## src/rtl/cfb_pkg.sv

```systemverilog
// Types, constants and CRC functions shared by the command frame builder.
package cfb_pkg;

    localparam logic [7:0]  SYNC_BYTE     = 8'h55;
    localparam logic [7:0]  VERSION_BITS  = 8'h04;
    localparam logic [1:0]  LEN_HIGH_MASK = 2'h3;
    localparam logic [9:0]  OVERHEAD      = 10'd13;
    localparam logic [9:0]  MAX_PAYLOAD   = 10'd1010;
    localparam logic [7:0]  CRC8_INIT     = 8'h77;
    localparam logic [7:0]  CRC8_POLY     = 8'h8C;
    localparam logic [15:0] CRC16_INIT    = 16'h3692;
    localparam logic [15:0] CRC16_POLY    = 16'h8408;

    typedef struct packed {
        logic [7:0]  sender;
        logic [7:0]  receiver;
        logic [15:0] sequence_req;
        logic [7:0]  msg_flags;
        logic [7:0]  command_set;
        logic [7:0]  command_id;
        logic [9:0]  payload_len;
        logic [7:0]  payload_byte;
    } item_t;

    typedef struct packed {
        logic [7:0] out_byte;
        logic       frame_end;
    } result_t;

    // One classified beat handed from the front end to the back end.
    typedef struct packed {
        logic        header;
        logic        has_payload;
        logic        close;
        logic [7:0]  len_lo;
        logic [7:0]  len_hi;
        logic [7:0]  hdr_crc;
        logic [7:0]  sender;
        logic [7:0]  receiver;
        logic [15:0] sequence_req;
        logic [7:0]  msg_flags;
        logic [7:0]  command_set;
        logic [7:0]  command_id;
        logic [7:0]  payload_byte;
    } cmd_t;

    typedef enum logic [13:0] {
        S_SYNC     = 14'h0001,
        S_LEN_LO   = 14'h0002,
        S_LEN_HI   = 14'h0004,
        S_HCRC     = 14'h0008,
        S_SENDER   = 14'h0010,
        S_RECEIVER = 14'h0020,
        S_SEQ_HI   = 14'h0040,
        S_SEQ_LO   = 14'h0080,
        S_FLAGS    = 14'h0100,
        S_CSET     = 14'h0200,
        S_CMD_ID   = 14'h0400,
        S_PAYLOAD  = 14'h0800,
        S_CRC_LO   = 14'h1000,
        S_CRC_HI   = 14'h2000
    } step_t;

    function automatic logic [7:0] crc8_byte(input logic [7:0] crc, input logic [7:0] b);
        logic [7:0] c;
        c = crc ^ b;
        for (int k = 0; k < 8; k++) begin
            c = c[0] ? ((c >> 1) ^ CRC8_POLY) : (c >> 1);
        end
        return c;
    endfunction

    function automatic logic [15:0] crc16_byte(input logic [15:0] crc, input logic [7:0] b);
        logic [15:0] c;
        c = crc ^ {8'h00, b};
        for (int k = 0; k < 8; k++) begin
            c = c[0] ? ((c >> 1) ^ CRC16_POLY) : (c >> 1);
        end
        return c;
    endfunction

endpackage

```

## src/rtl/command_frame_builder_crc8_crc16.sv

```systemverilog
// Top level of the command frame builder.
// A beat goes through the command queue and the current-command register into result.
// Throughput: output runs at one byte per cycle while pop takes it; a payload beat makes 1 byte
// (3 on the last), a header beat 12 to 14 bytes, so input sustains one beat per cycle on payload.
// The QUEUE_DEPTH-entry command queue lets input run ahead while header bytes drain.
// Reset (async, active low) empties the queue and result register and closes any frame.
module command_frame_builder_crc8_crc16
    import cfb_pkg::*;
#(
    parameter int QUEUE_DEPTH = 4
)
(
    input  logic    clk,
    input  logic    rst_n,
    input  logic    push,
    output logic    full,
    input  item_t   item,
    output logic    empty,
    input  logic    pop,
    output result_t result
);

    logic q_push;
    logic q_pop;
    logic q_empty;
    cmd_t q_wr_data;
    cmd_t q_rd_data;

    cfb_front u_front (
        .clk    (clk),
        .rst_n  (rst_n),
        .push   (push),
        .q_full (full),
        .item   (item),
        .q_push (q_push),
        .q_data (q_wr_data)
    );

    cfb_fifo #(
        .DEPTH (QUEUE_DEPTH)
    ) u_fifo (
        .clk     (clk),
        .rst_n   (rst_n),
        .wr_en   (q_push),
        .wr_data (q_wr_data),
        .rd_en   (q_pop),
        .rd_data (q_rd_data),
        .full    (full),
        .empty   (q_empty)
    );

    cfb_back u_back (
        .clk     (clk),
        .rst_n   (rst_n),
        .q_empty (q_empty),
        .q_data  (q_rd_data),
        .q_pop   (q_pop),
        .pop     (pop),
        .empty   (empty),
        .result  (result)
    );

endmodule

```

## src/rtl/cfb_front.sv

```systemverilog
// Front end: accepts input beats, tracks frame position, builds commands.
module cfb_front
    import cfb_pkg::*;
(
    input  logic  clk,
    input  logic  rst_n,
    input  logic  push,
    input  logic  q_full,
    input  item_t item,
    output logic  q_push,
    output cmd_t  q_data
);

    logic       in_frame_reg, in_frame_next;
    logic [9:0] bytes_left_reg, bytes_left_next;
    logic [9:0] len_c;
    logic [9:0] total;
    logic [7:0] len_lo;
    logic [7:0] len_hi;

    localparam logic [7:0] CRC8_AFTER_SYNC = crc8_byte(CRC8_INIT, SYNC_BYTE);

    always_comb
    begin
        len_c  = (item.payload_len > MAX_PAYLOAD) ? MAX_PAYLOAD : item.payload_len;
        total  = len_c + OVERHEAD;
        len_lo = total[7:0];
        len_hi = VERSION_BITS | {6'b0, total[9:8] & LEN_HIGH_MASK};

        q_push = push && !q_full;

        q_data.header       = !in_frame_reg;
        q_data.len_lo       = len_lo;
        q_data.len_hi       = len_hi;
        q_data.hdr_crc      = crc8_byte(crc8_byte(CRC8_AFTER_SYNC, len_lo), len_hi);
        q_data.sender       = item.sender;
        q_data.receiver     = item.receiver;
        q_data.sequence_req = item.sequence_req;
        q_data.msg_flags    = item.msg_flags;
        q_data.command_set  = item.command_set;
        q_data.command_id   = item.command_id;
        q_data.payload_byte = item.payload_byte;

        in_frame_next   = in_frame_reg;
        bytes_left_next = bytes_left_reg;

        if (!in_frame_reg)
        begin
            q_data.has_payload = (len_c != 10'd0);
            q_data.close       = (len_c <= 10'd1);
            if (q_push && len_c > 10'd1)
            begin
                in_frame_next   = 1'b1;
                bytes_left_next = len_c - 10'd1;
            end
        end
        else
        begin
            q_data.has_payload = 1'b1;
            q_data.close       = (bytes_left_reg <= 10'd1);
            if (q_push)
            begin
                bytes_left_next = (bytes_left_reg != 10'd0) ? bytes_left_reg - 10'd1 : 10'd0;
                in_frame_next   = (bytes_left_reg > 10'd1);
            end
        end
    end

    always_ff @(posedge clk or negedge rst_n)
    begin
        if (!rst_n)
        begin
            in_frame_reg   <= 1'b0;
            bytes_left_reg <= 10'd0;
        end
        else
        begin
            in_frame_reg   <= in_frame_next;
            bytes_left_reg <= bytes_left_next;
        end
    end

endmodule

```

## src/rtl/cfb_fifo.sv

```systemverilog
// Short command queue between the front and back ends.
module cfb_fifo
    import cfb_pkg::*;
#(
    parameter int DEPTH = 4
)
(
    input  logic clk,
    input  logic rst_n,
    input  logic wr_en,
    input  cmd_t wr_data,
    input  logic rd_en,
    output cmd_t rd_data,
    output logic full,
    output logic empty
);

    localparam int PW = (DEPTH > 1) ? $clog2(DEPTH) : 1;
    localparam int CW = $clog2(DEPTH + 1);
    localparam logic [PW-1:0] LAST = PW'(DEPTH - 1);

    cmd_t          mem_reg [DEPTH];
    logic [PW-1:0] wr_ptr_reg, wr_ptr_next;
    logic [PW-1:0] rd_ptr_reg, rd_ptr_next;
    logic [CW-1:0] count_reg, count_next;

    always_comb
    begin
        full    = (count_reg == CW'(DEPTH));
        empty   = (count_reg == '0);
        rd_data = mem_reg[rd_ptr_reg];

        wr_ptr_next = wr_ptr_reg;
        rd_ptr_next = rd_ptr_reg;
        count_next  = count_reg;
        if (wr_en)
        begin
            wr_ptr_next = (wr_ptr_reg == LAST) ? '0 : wr_ptr_reg + 1'b1;
        end
        if (rd_en)
        begin
            rd_ptr_next = (rd_ptr_reg == LAST) ? '0 : rd_ptr_reg + 1'b1;
        end
        if (wr_en && !rd_en)
        begin
            count_next = count_reg + 1'b1;
        end
        else if (rd_en && !wr_en)
        begin
            count_next = count_reg - 1'b1;
        end
    end

    always_ff @(posedge clk)
    begin
        if (wr_en)
        begin
            mem_reg[wr_ptr_reg] <= wr_data;
        end
    end

    always_ff @(posedge clk or negedge rst_n)
    begin
        if (!rst_n)
        begin
            wr_ptr_reg <= '0;
            rd_ptr_reg <= '0;
            count_reg  <= '0;
        end
        else
        begin
            wr_ptr_reg <= wr_ptr_next;
            rd_ptr_reg <= rd_ptr_next;
            count_reg  <= count_next;
        end
    end

endmodule

```

## src/rtl/cfb_back.sv

```systemverilog
// Back end: sequences frame bytes, runs the CRC-16, holds the result register.
module cfb_back
    import cfb_pkg::*;
(
    input  logic    clk,
    input  logic    rst_n,
    input  logic    q_empty,
    input  cmd_t    q_data,
    output logic    q_pop,
    input  logic    pop,
    output logic    empty,
    output result_t result
);

    cmd_t        cur_reg;
    logic        cur_valid_reg, cur_valid_next;
    step_t       step_reg, step_next;
    logic [15:0] crc_reg, crc_next;
    result_t     result_reg, result_next;
    logic        out_valid_reg, out_valid_next;

    logic        out_ready;
    logic        advance;
    logic        last;
    logic        load;
    logic [15:0] crc_base;

    always_comb
    begin
        out_ready = !out_valid_reg || pop;
        advance   = cur_valid_reg && out_ready;

        result_next.frame_end = 1'b0;
        last      = 1'b0;
        step_next = step_reg;
        case (step_reg)
            S_SYNC:
            begin
                result_next.out_byte = SYNC_BYTE;
                step_next = S_LEN_LO;
            end
            S_LEN_LO:
            begin
                result_next.out_byte = cur_reg.len_lo;
                step_next = S_LEN_HI;
            end
            S_LEN_HI:
            begin
                result_next.out_byte = cur_reg.len_hi;
                step_next = S_HCRC;
            end
            S_HCRC:
            begin
                result_next.out_byte = cur_reg.hdr_crc;
                step_next = S_SENDER;
            end
            S_SENDER:
            begin
                result_next.out_byte = cur_reg.sender;
                step_next = S_RECEIVER;
            end
            S_RECEIVER:
            begin
                result_next.out_byte = cur_reg.receiver;
                step_next = S_SEQ_HI;
            end
            S_SEQ_HI:
            begin
                result_next.out_byte = cur_reg.sequence_req[15:8];
                step_next = S_SEQ_LO;
            end
            S_SEQ_LO:
            begin
                result_next.out_byte = cur_reg.sequence_req[7:0];
                step_next = S_FLAGS;
            end
            S_FLAGS:
            begin
                result_next.out_byte = cur_reg.msg_flags;
                step_next = S_CSET;
            end
            S_CSET:
            begin
                result_next.out_byte = cur_reg.command_set;
                step_next = S_CMD_ID;
            end
            S_CMD_ID:
            begin
                result_next.out_byte = cur_reg.command_id;
                step_next = cur_reg.has_payload ? S_PAYLOAD : S_CRC_LO;
            end
            S_PAYLOAD:
            begin
                result_next.out_byte = cur_reg.payload_byte;
                step_next = S_CRC_LO;
                last      = !cur_reg.close;
            end
            S_CRC_LO:
            begin
                result_next.out_byte = crc_reg[7:0];
                step_next = S_CRC_HI;
            end
            S_CRC_HI:
            begin
                result_next.out_byte  = crc_reg[15:8];
                result_next.frame_end = 1'b1;
                step_next = S_SYNC;
                last      = 1'b1;
            end
            default:
            begin
                result_next.out_byte = 8'h00;
                step_next = S_SYNC;
                last      = 1'b1;
            end
        endcase

        // The CRC restarts on every sync byte.
        crc_base = (step_reg == S_SYNC) ? CRC16_INIT : crc_reg;
        crc_next = crc_reg;
        if (advance)
        begin
            if (step_reg == S_CRC_HI)
            begin
                crc_next = CRC16_INIT;
            end
            else if (step_reg != S_CRC_LO)
            begin
                crc_next = crc16_byte(crc_base, result_next.out_byte);
            end
        end

        load  = !q_empty && (!cur_valid_reg || (advance && last));
        q_pop = load;

        cur_valid_next = cur_valid_reg;
        if (load)
        begin
            cur_valid_next = 1'b1;
            step_next      = q_data.header ? S_SYNC : S_PAYLOAD;
        end
        else if (advance && last)
        begin
            cur_valid_next = 1'b0;
        end
        else if (!advance)
        begin
            step_next = step_reg;
        end

        out_valid_next = out_valid_reg;
        if (advance)
        begin
            out_valid_next = 1'b1;
        end
        else if (pop)
        begin
            out_valid_next = 1'b0;
        end

        empty  = !out_valid_reg;
        result = result_reg;
    end

    always_ff @(posedge clk)
    begin
        if (load)
        begin
            cur_reg <= q_data;
        end
        if (advance)
        begin
            result_reg <= result_next;
        end
    end

    always_ff @(posedge clk or negedge rst_n)
    begin
        if (!rst_n)
        begin
            cur_valid_reg <= 1'b0;
            out_valid_reg <= 1'b0;
            step_reg      <= S_SYNC;
            crc_reg       <= CRC16_INIT;
        end
        else
        begin
            cur_valid_reg <= cur_valid_next;
            out_valid_reg <= out_valid_next;
            step_reg      <= step_next;
            crc_reg       <= crc_next;
        end
    end

endmodule

```

## config.mk

```make
export PLATFORM = sky130hd
export DESIGN_NAME = command_frame_builder_crc8_crc16
export DESIGN_NICKNAME = d
export VERILOG_FILES = /design/src/rtl/cfb_pkg.sv /design/src/rtl/command_frame_builder_crc8_crc16.sv /design/src/rtl/cfb_front.sv /design/src/rtl/cfb_fifo.sv /design/src/rtl/cfb_back.sv
export SDC_FILE = /design/constraint.sdc
export NUM_CORES = 1
export LEC_CHECK = 0
export BUFFER_PORTS_ARGS = -buffer_cell sky130_fd_sc_hd__buf_2
export CORE_MARGIN = 8
export CORE_UTILIZATION = 30
export DETAILED_ROUTE_END_ITERATION = 7
export GPL_ROUTABILITY_DRIVEN = 0
export PLACE_DENSITY_LB_ADDON = 0.1
export SYNTH_ARGS = -nofsm -noshare
export SYNTH_HDL_FRONTEND = slang
export SYNTH_SLANG_ARGS = --single-unit
```

## constraint.sdc

```tcl
create_clock -name clk -period 17.95 [get_ports clk]
set_input_delay 0.8975 -clock clk [delete_from_list [all_inputs] [get_ports clk]]
set_output_delay 0.8975 -clock clk [all_outputs]
set_load 0.01 [all_outputs]
```

# Yosys cells after proc, flatten, opt, wreduce, memory -nomap -nowiden
# Memory sizes are Yosys's and may differ from the RTL's.
# Index checks and enable logic that the tools add are counted.
# totals
regBits	149
n_memories	1
word_cells	166
inputBits	78
out_inout_bits	11
mem_bits_rw	340
# classes
n_lt_le_gt_ge	5
bitwise	27
eq_ne	19
reduce_logical	29
addsub	7
mux	55
# memory_table
memory	depth	word_bits	rd	rd_clocked_by_memory_dff	wr	line	text
u_fifo.mem_reg	4	85	1	0	1	cfb_fifo.sv:22	cmd_t mem_reg [DEPTH];
# op_table
operator	n
one-hot mux 14 bit (13 select lines)	1
2-to-1 mux 16 bit	11
2-to-1 mux 8 bit	16
one-hot mux 8 bit (14 select lines)	1
NOT 2 -> 3 bit	24
2-to-1 mux 10 bit	5
2-to-1 mux 14 bit	3
> comparator 10 x 1 -> 1 bit, second input constant	2
less-or-equal comparator 10 x 1 -> 1 bit, second input constant	2
nonzero test 10 bit	2
subtractor 10 x 1 -> 10 bit, second input constant	2
XOR 16 x 8 -> 16 bit	1
equality test 14 x 1 -> 1 bit, second input constant	1
equality test 14 x 10 -> 1 bit, second input constant	1
equality test 14 x 11 -> 1 bit, second input constant	1
equality test 14 x 12 -> 1 bit, second input constant	1
equality test 14 x 13 -> 1 bit, second input constant	1
equality test 14 bit, second input constant	1
equality test 14 x 2 -> 1 bit, second input constant	1
equality test 14 x 3 -> 1 bit, second input constant	1
equality test 14 x 4 -> 1 bit, second input constant	1
equality test 14 x 5 -> 1 bit, second input constant	1
equality test 14 x 6 -> 1 bit, second input constant	1
equality test 14 x 7 -> 1 bit, second input constant	1
other kinds (27)	60

# Depth between registers and ports, before layout
# logic_depth
depth_word	37
depth_mapped	15
ltp_nobuf	13

# Hierarchy
# A second synthesis with hierarchy kept.
# unflattened
cells_unflattened	1321
hier_area_um2	22263.9
# modules_own_cells
mod	area_each_um2	instances	cells_per_inst
cfb_fifo	13545.5	1	512
cfb_back	6515.0	1	517
cfb_front	2203.4	1	292

# Least setup slack after synthesis
# No wires, ideal clock.
# synth_path
path_type	flip-flop to flip-flop
start	register u_back.step_reg[4]
end	register u_fifo.count_reg[1]
t_arrival_ns	7.304
n_path_buf	1
setup_time_ns	0.125
slack_ns	10.522
period_less_slack_ns	7.428
stages_incl_launch_ff	12
path_cell_list	dfrtp_1 > nor4_1 > clkbuf_1 > nand2_1 > nor3_1 > o21ai_1 > a21oi_1 > inv_1 > ha_1 > inv_1 > fa_1 > mux2_2
# synth_via
elab_chain_len	9
word_cells_on_any_way	23
cone_classes	13 x eq/ne; 2 x mux; 8 x reduce/logical
# synth_rtl
element	line	text
start: declaration	cfb_back.sv:17	step_t step_reg, step_next;
start signal: assignment	cfb_back.sv:190	step_reg <= step_next;
equality test 14 x 2 -> 1 bit, or another cell as far along	cfb_back.sv:36	case (step_reg)
OR reduction 12 bit (no source line)	n/a	
one-hot mux 1 bit (2 select lines) (*)	cfb_back.sv:36	
logical AND 1 bit (*)	cfb_back.sv:133	load = !q_empty && (!cur_valid_reg || (advance && last));
logical OR 1 bit (*)	cfb_back.sv:133	
logical AND 1 bit (*)	cfb_back.sv:133	
via q_pop	command_frame_builder_crc8_crc16.sv:24	logic q_pop;
zero test 1 bit (*)	cfb_fifo.sv:44	if (wr_en && !rd_en)
logical AND 1 bit (*)	cfb_fifo.sv:44	
2-to-1 mux 3 bit (*)	cfb_fifo.sv:44	
via u_fifo.count_next[1]	cfb_fifo.sv:25	logic [CW-1:0] count_reg, count_next;
end signal: assignment	cfb_fifo.sv:74	count_reg <= count_next;
end: declaration	cfb_fifo.sv:25	
# Mark *: on every way through the listed nets, which the timed path passes. The rest lies on a longest branch.
# A chain may end at the register's enable or synchronous reset.

==> summary.md <==
| Metric | Value |
|---|---|
| Status | finished clean |
| Row count | 95 |
| Pwr dens | 173.7 nW/um^2 |
| Post-synth cell types | 83 |
| Wirelength per Cell | 23.01 um |
| Vias in the first global route | 11284 |
| DP HPWL | between 30 and 40 mm |
| Post-route DRC | 0 |
| Place WS | ~13 ns |
| Critical Path AT | roughly 4.4 ns |
| Slowest stage delay, CP | 0.55 ns |
| CTS tree | built |
| Post-Synthesis Cells | 1190 |
| CTS sink cnt | around 480 |
| Asr flop ratio synth | 10.35% |
| Crit path kind | in2reg |
| Syn_nets | 1281 |
| Top cells by area, synth | edfxtp_1 64%, mux4_2 9.5%, dfrtp_1 5.2% |
| CP dominant cell by count | xnor2_1 |
| Tot GR Track Use | 13.01% |
| Met3 WL | about 2.2 mm |
| Slew headroom | 32.78% |
| Initial Util | roughly 30% |
| Number of synthesized register bits | 483 |
| Most frequent cell after synthesis | edfxtp_1 |
| Largest net degree at the start of global routing | between 50 and 60 |
| CTS clk-pin slew, worst paths | around 0.060 ns |
| # setup viols final | 0 |
| Wl on met1 | 23.71 mm |
| CP Cell Sequence | buf_2, nand4_1, nor2_1, a21boi_0, ha_1, a21oi_1, xnor2_1, xnor3_1, xor2_1, xnor2_1, xnor2_1 |
| Clk_lat worst skew | about 0.62 ns |
| Critical path data required time | 18.25 ns |
| Routed WL | 50.81 mm |
| First-pass DRT Iterations | 5 |
| Die H | 276.1 um |
| Slowest-stage cell, CP | xnor2_1 |
| Synthesized cell area | slightly above 20000 um^2 |
| Number of synthesized flops with an enable pin | 433 |
| Flip-flop count of the largest register after layout | 340 |
| Syn. warnings | 0 |
| Layout cell share with drive strength beyond 1 | 24.06% |
| Final Hold Fails | 0 |
| Worst Tran Pin Value | 1.001 ns |
| Hold Path Class | in2async |
| Synthesized area per cell | 17.05 um^2 |
| Overflow left after global routing | 0 |
| Final Worst Setup Slack | 13.90 ns |
| Top Ports | just under 90 |
| Register area share after synthesis | a little over two thirds |
| Max layer used | met4 |
| Period utilization | 22.55% |
| Maximum vdd drop | a little over 0.07 mV |
| Setup TNS | 0 ns |
| Cts hold-fix bufs | 0 |
| Met2 wire length | 23.88 mm |
| Via count | 10991 |
| Fmax | 247.1 MHz |
| Die area | 76200 um^2 |
| Iteration-0 DRC Markers | slightly below 800 |
| CTS buffer count | 56 |
| CP Capture Type | flop |
| CP max FO | 12 |
| Syn-to-layout area delta | 15.53% |
| Worst Setup Start Kind | primary input |
| First-pass GRT wire length | roughly 76 mm |
| Maxcap violations | 0 |
| Max Root-Sink Buffers | 3 |
| P_leak | 7.856 nW |
| Clock skew | 0.02510 ns |
| Die width | 276.1 um |
| RSZ-0062 raised after global routing | false |
| Port Buffer Count | 88 |
| Top cell type's share of synthesized area | 64.09% |
| Post-cts repair resize count | 0 |
| Vias per cell | roughly 5 |
| Antenna violations before repair | 2 |
| Setup bufs post-CTS | 0 |
| # nets final | 1378 |
| Synth Flop Type | edfxtp_1 |
| CORE AREA | 67040 um^2 |
| Filler cells | 6438 |
| Max Slew Vio Count | 0 |
| Commonest cells in the netlist | 433 x edfxtp_1, 86 x mux4_2, 55 x nand2_1, 51 x nor2_1, 42 x dfrtp_1 |
| Area leader, netlist | edfxtp_1 |
| Post-route ant nets | 0 |
| H-tree levels | 2 |
| Min Clock Period, post-route | 4.047 ns |
| CTS root buffer | clkbuf_16 |
layer usage:
layer / global-route usage, % / vias up
met5: 0 / -
met4: 3.323 / 0
met3: 2.316 / 74
met2: 20.88 / 255
met1: 18.15 / 5675
li1: - / 4987
per-stage QoR:
step | utilization (%) | cells | hold slack, ns | area [um^2] | total power (W)
after floorplan | - | 1190 | 0.4688 | 20290 | 0.002646
after detailed placement | 32.36 | 2102 | 0.5014 | 21700 | 0.003053
after global routing | 34.96 | 2208 | 0.4650 | 23440 | 0.004302
after CTS | 34.96 | 2207 | 0.4328 | 23440 | 0.004159
final | 34.96 | 2208 | 0.4255 | 23440 | 0.004071
after global placement | 32.36 | 2102 | 0.5072 | 21700 | 0.003049
critical path: cells and delay by family:
kind            cells  cell delay, ns
compound gates      2            0.54
xor+xnor            5            1.84
fa+ha+maj           1            0.48
buf+inv             1            0.17
simple gates        2            0.41
power breakdown:
| group | internal [W] | switching, W | leakage (nW) | total (W) |
|---|---|---|---|---|
| clock network | 0.000618 | 0.000459 | 0.834 | 0.00108 |
| logic | 0.000472 | 0.000676 | 2.43 | 0.00115 |
| registers | 0.00166 | 0.000184 | 4.59 | 0.00185 |
| total | 0.00275 | 0.00132 | 7.86 | 0.00407 |
logic make-up (layout without fill, tap and decap cells):
kind of cell | after synthesis | after routing | share of synthesized area, %
buffers and inverters | 92 | 236 | 1.986
XOR/XNOR | 56 | 56 | 2.794
flip-flops | 483 | 483 | 70.31
AND/OR/NAND/NOR | 276 | 276 | 8.159
adder cells (fa/ha/maj) | 13 | 13 | 0.8387
AO/OA/AOI/OAI | 178 | 178 | 6.050
other | 0 | 1 | 0
multiplexers | 92 | 92 | 9.867
path summary, 6_finish.rpt:
path	start	endpoint	slack, ns	depth (start not counted)
max	item[12]	u_fifo.mem_reg[0][66]	13.90	11
max in group asynchronous	rst_n	u_fifo.rd_ptr_reg[0]	16.86	2
min in group clk	item[68]	u_fifo.mem_reg[3][58]	0.50	1
max reg2reg	u_back.step_reg[6]	u_back.step_reg[0]	14.09	10
min	rst_n	u_front.bytes_left_reg[5]	0.43	2
min reg2reg	u_fifo.count_reg[2]	u_fifo.count_reg[2]	0.51	1
cell usage in the layout (no fill, tap or decap), drive strengths merged, types with 15 or more instances in the layout:
cell,synthesis,final
edfxtp,433,433
buf,36,108
mux4,86,86
clkbuf,33,69
nand2,55,55
nor2,54,54
dfrtp,42,42
a21oi,38,38
o21ai,38,38
xnor2,29,29
clkinv,1,29
nor4,25,25
nand3,24,24
inv,22,23
xor2,22,22
a22o,16,16
nor3,15,15
final cells by class:
cell class                      instances  area (um^2)  share of cell area, %
Antenna cell                            1        2.502                0.01068
Clock buffer                           69         1450                  6.187
Clock inverter                         36        290.3                  1.238
Inverter                               23        86.33                 0.3683
Multi-Input combinational cell        615         5655                  24.13
Sequential cell                       483        14270                  60.89
Tap cell                              873         1092                  4.660
Timing Repair Buffer                  108        590.6                  2.520
No activity file was read; power rests on OpenSTA's default activity.
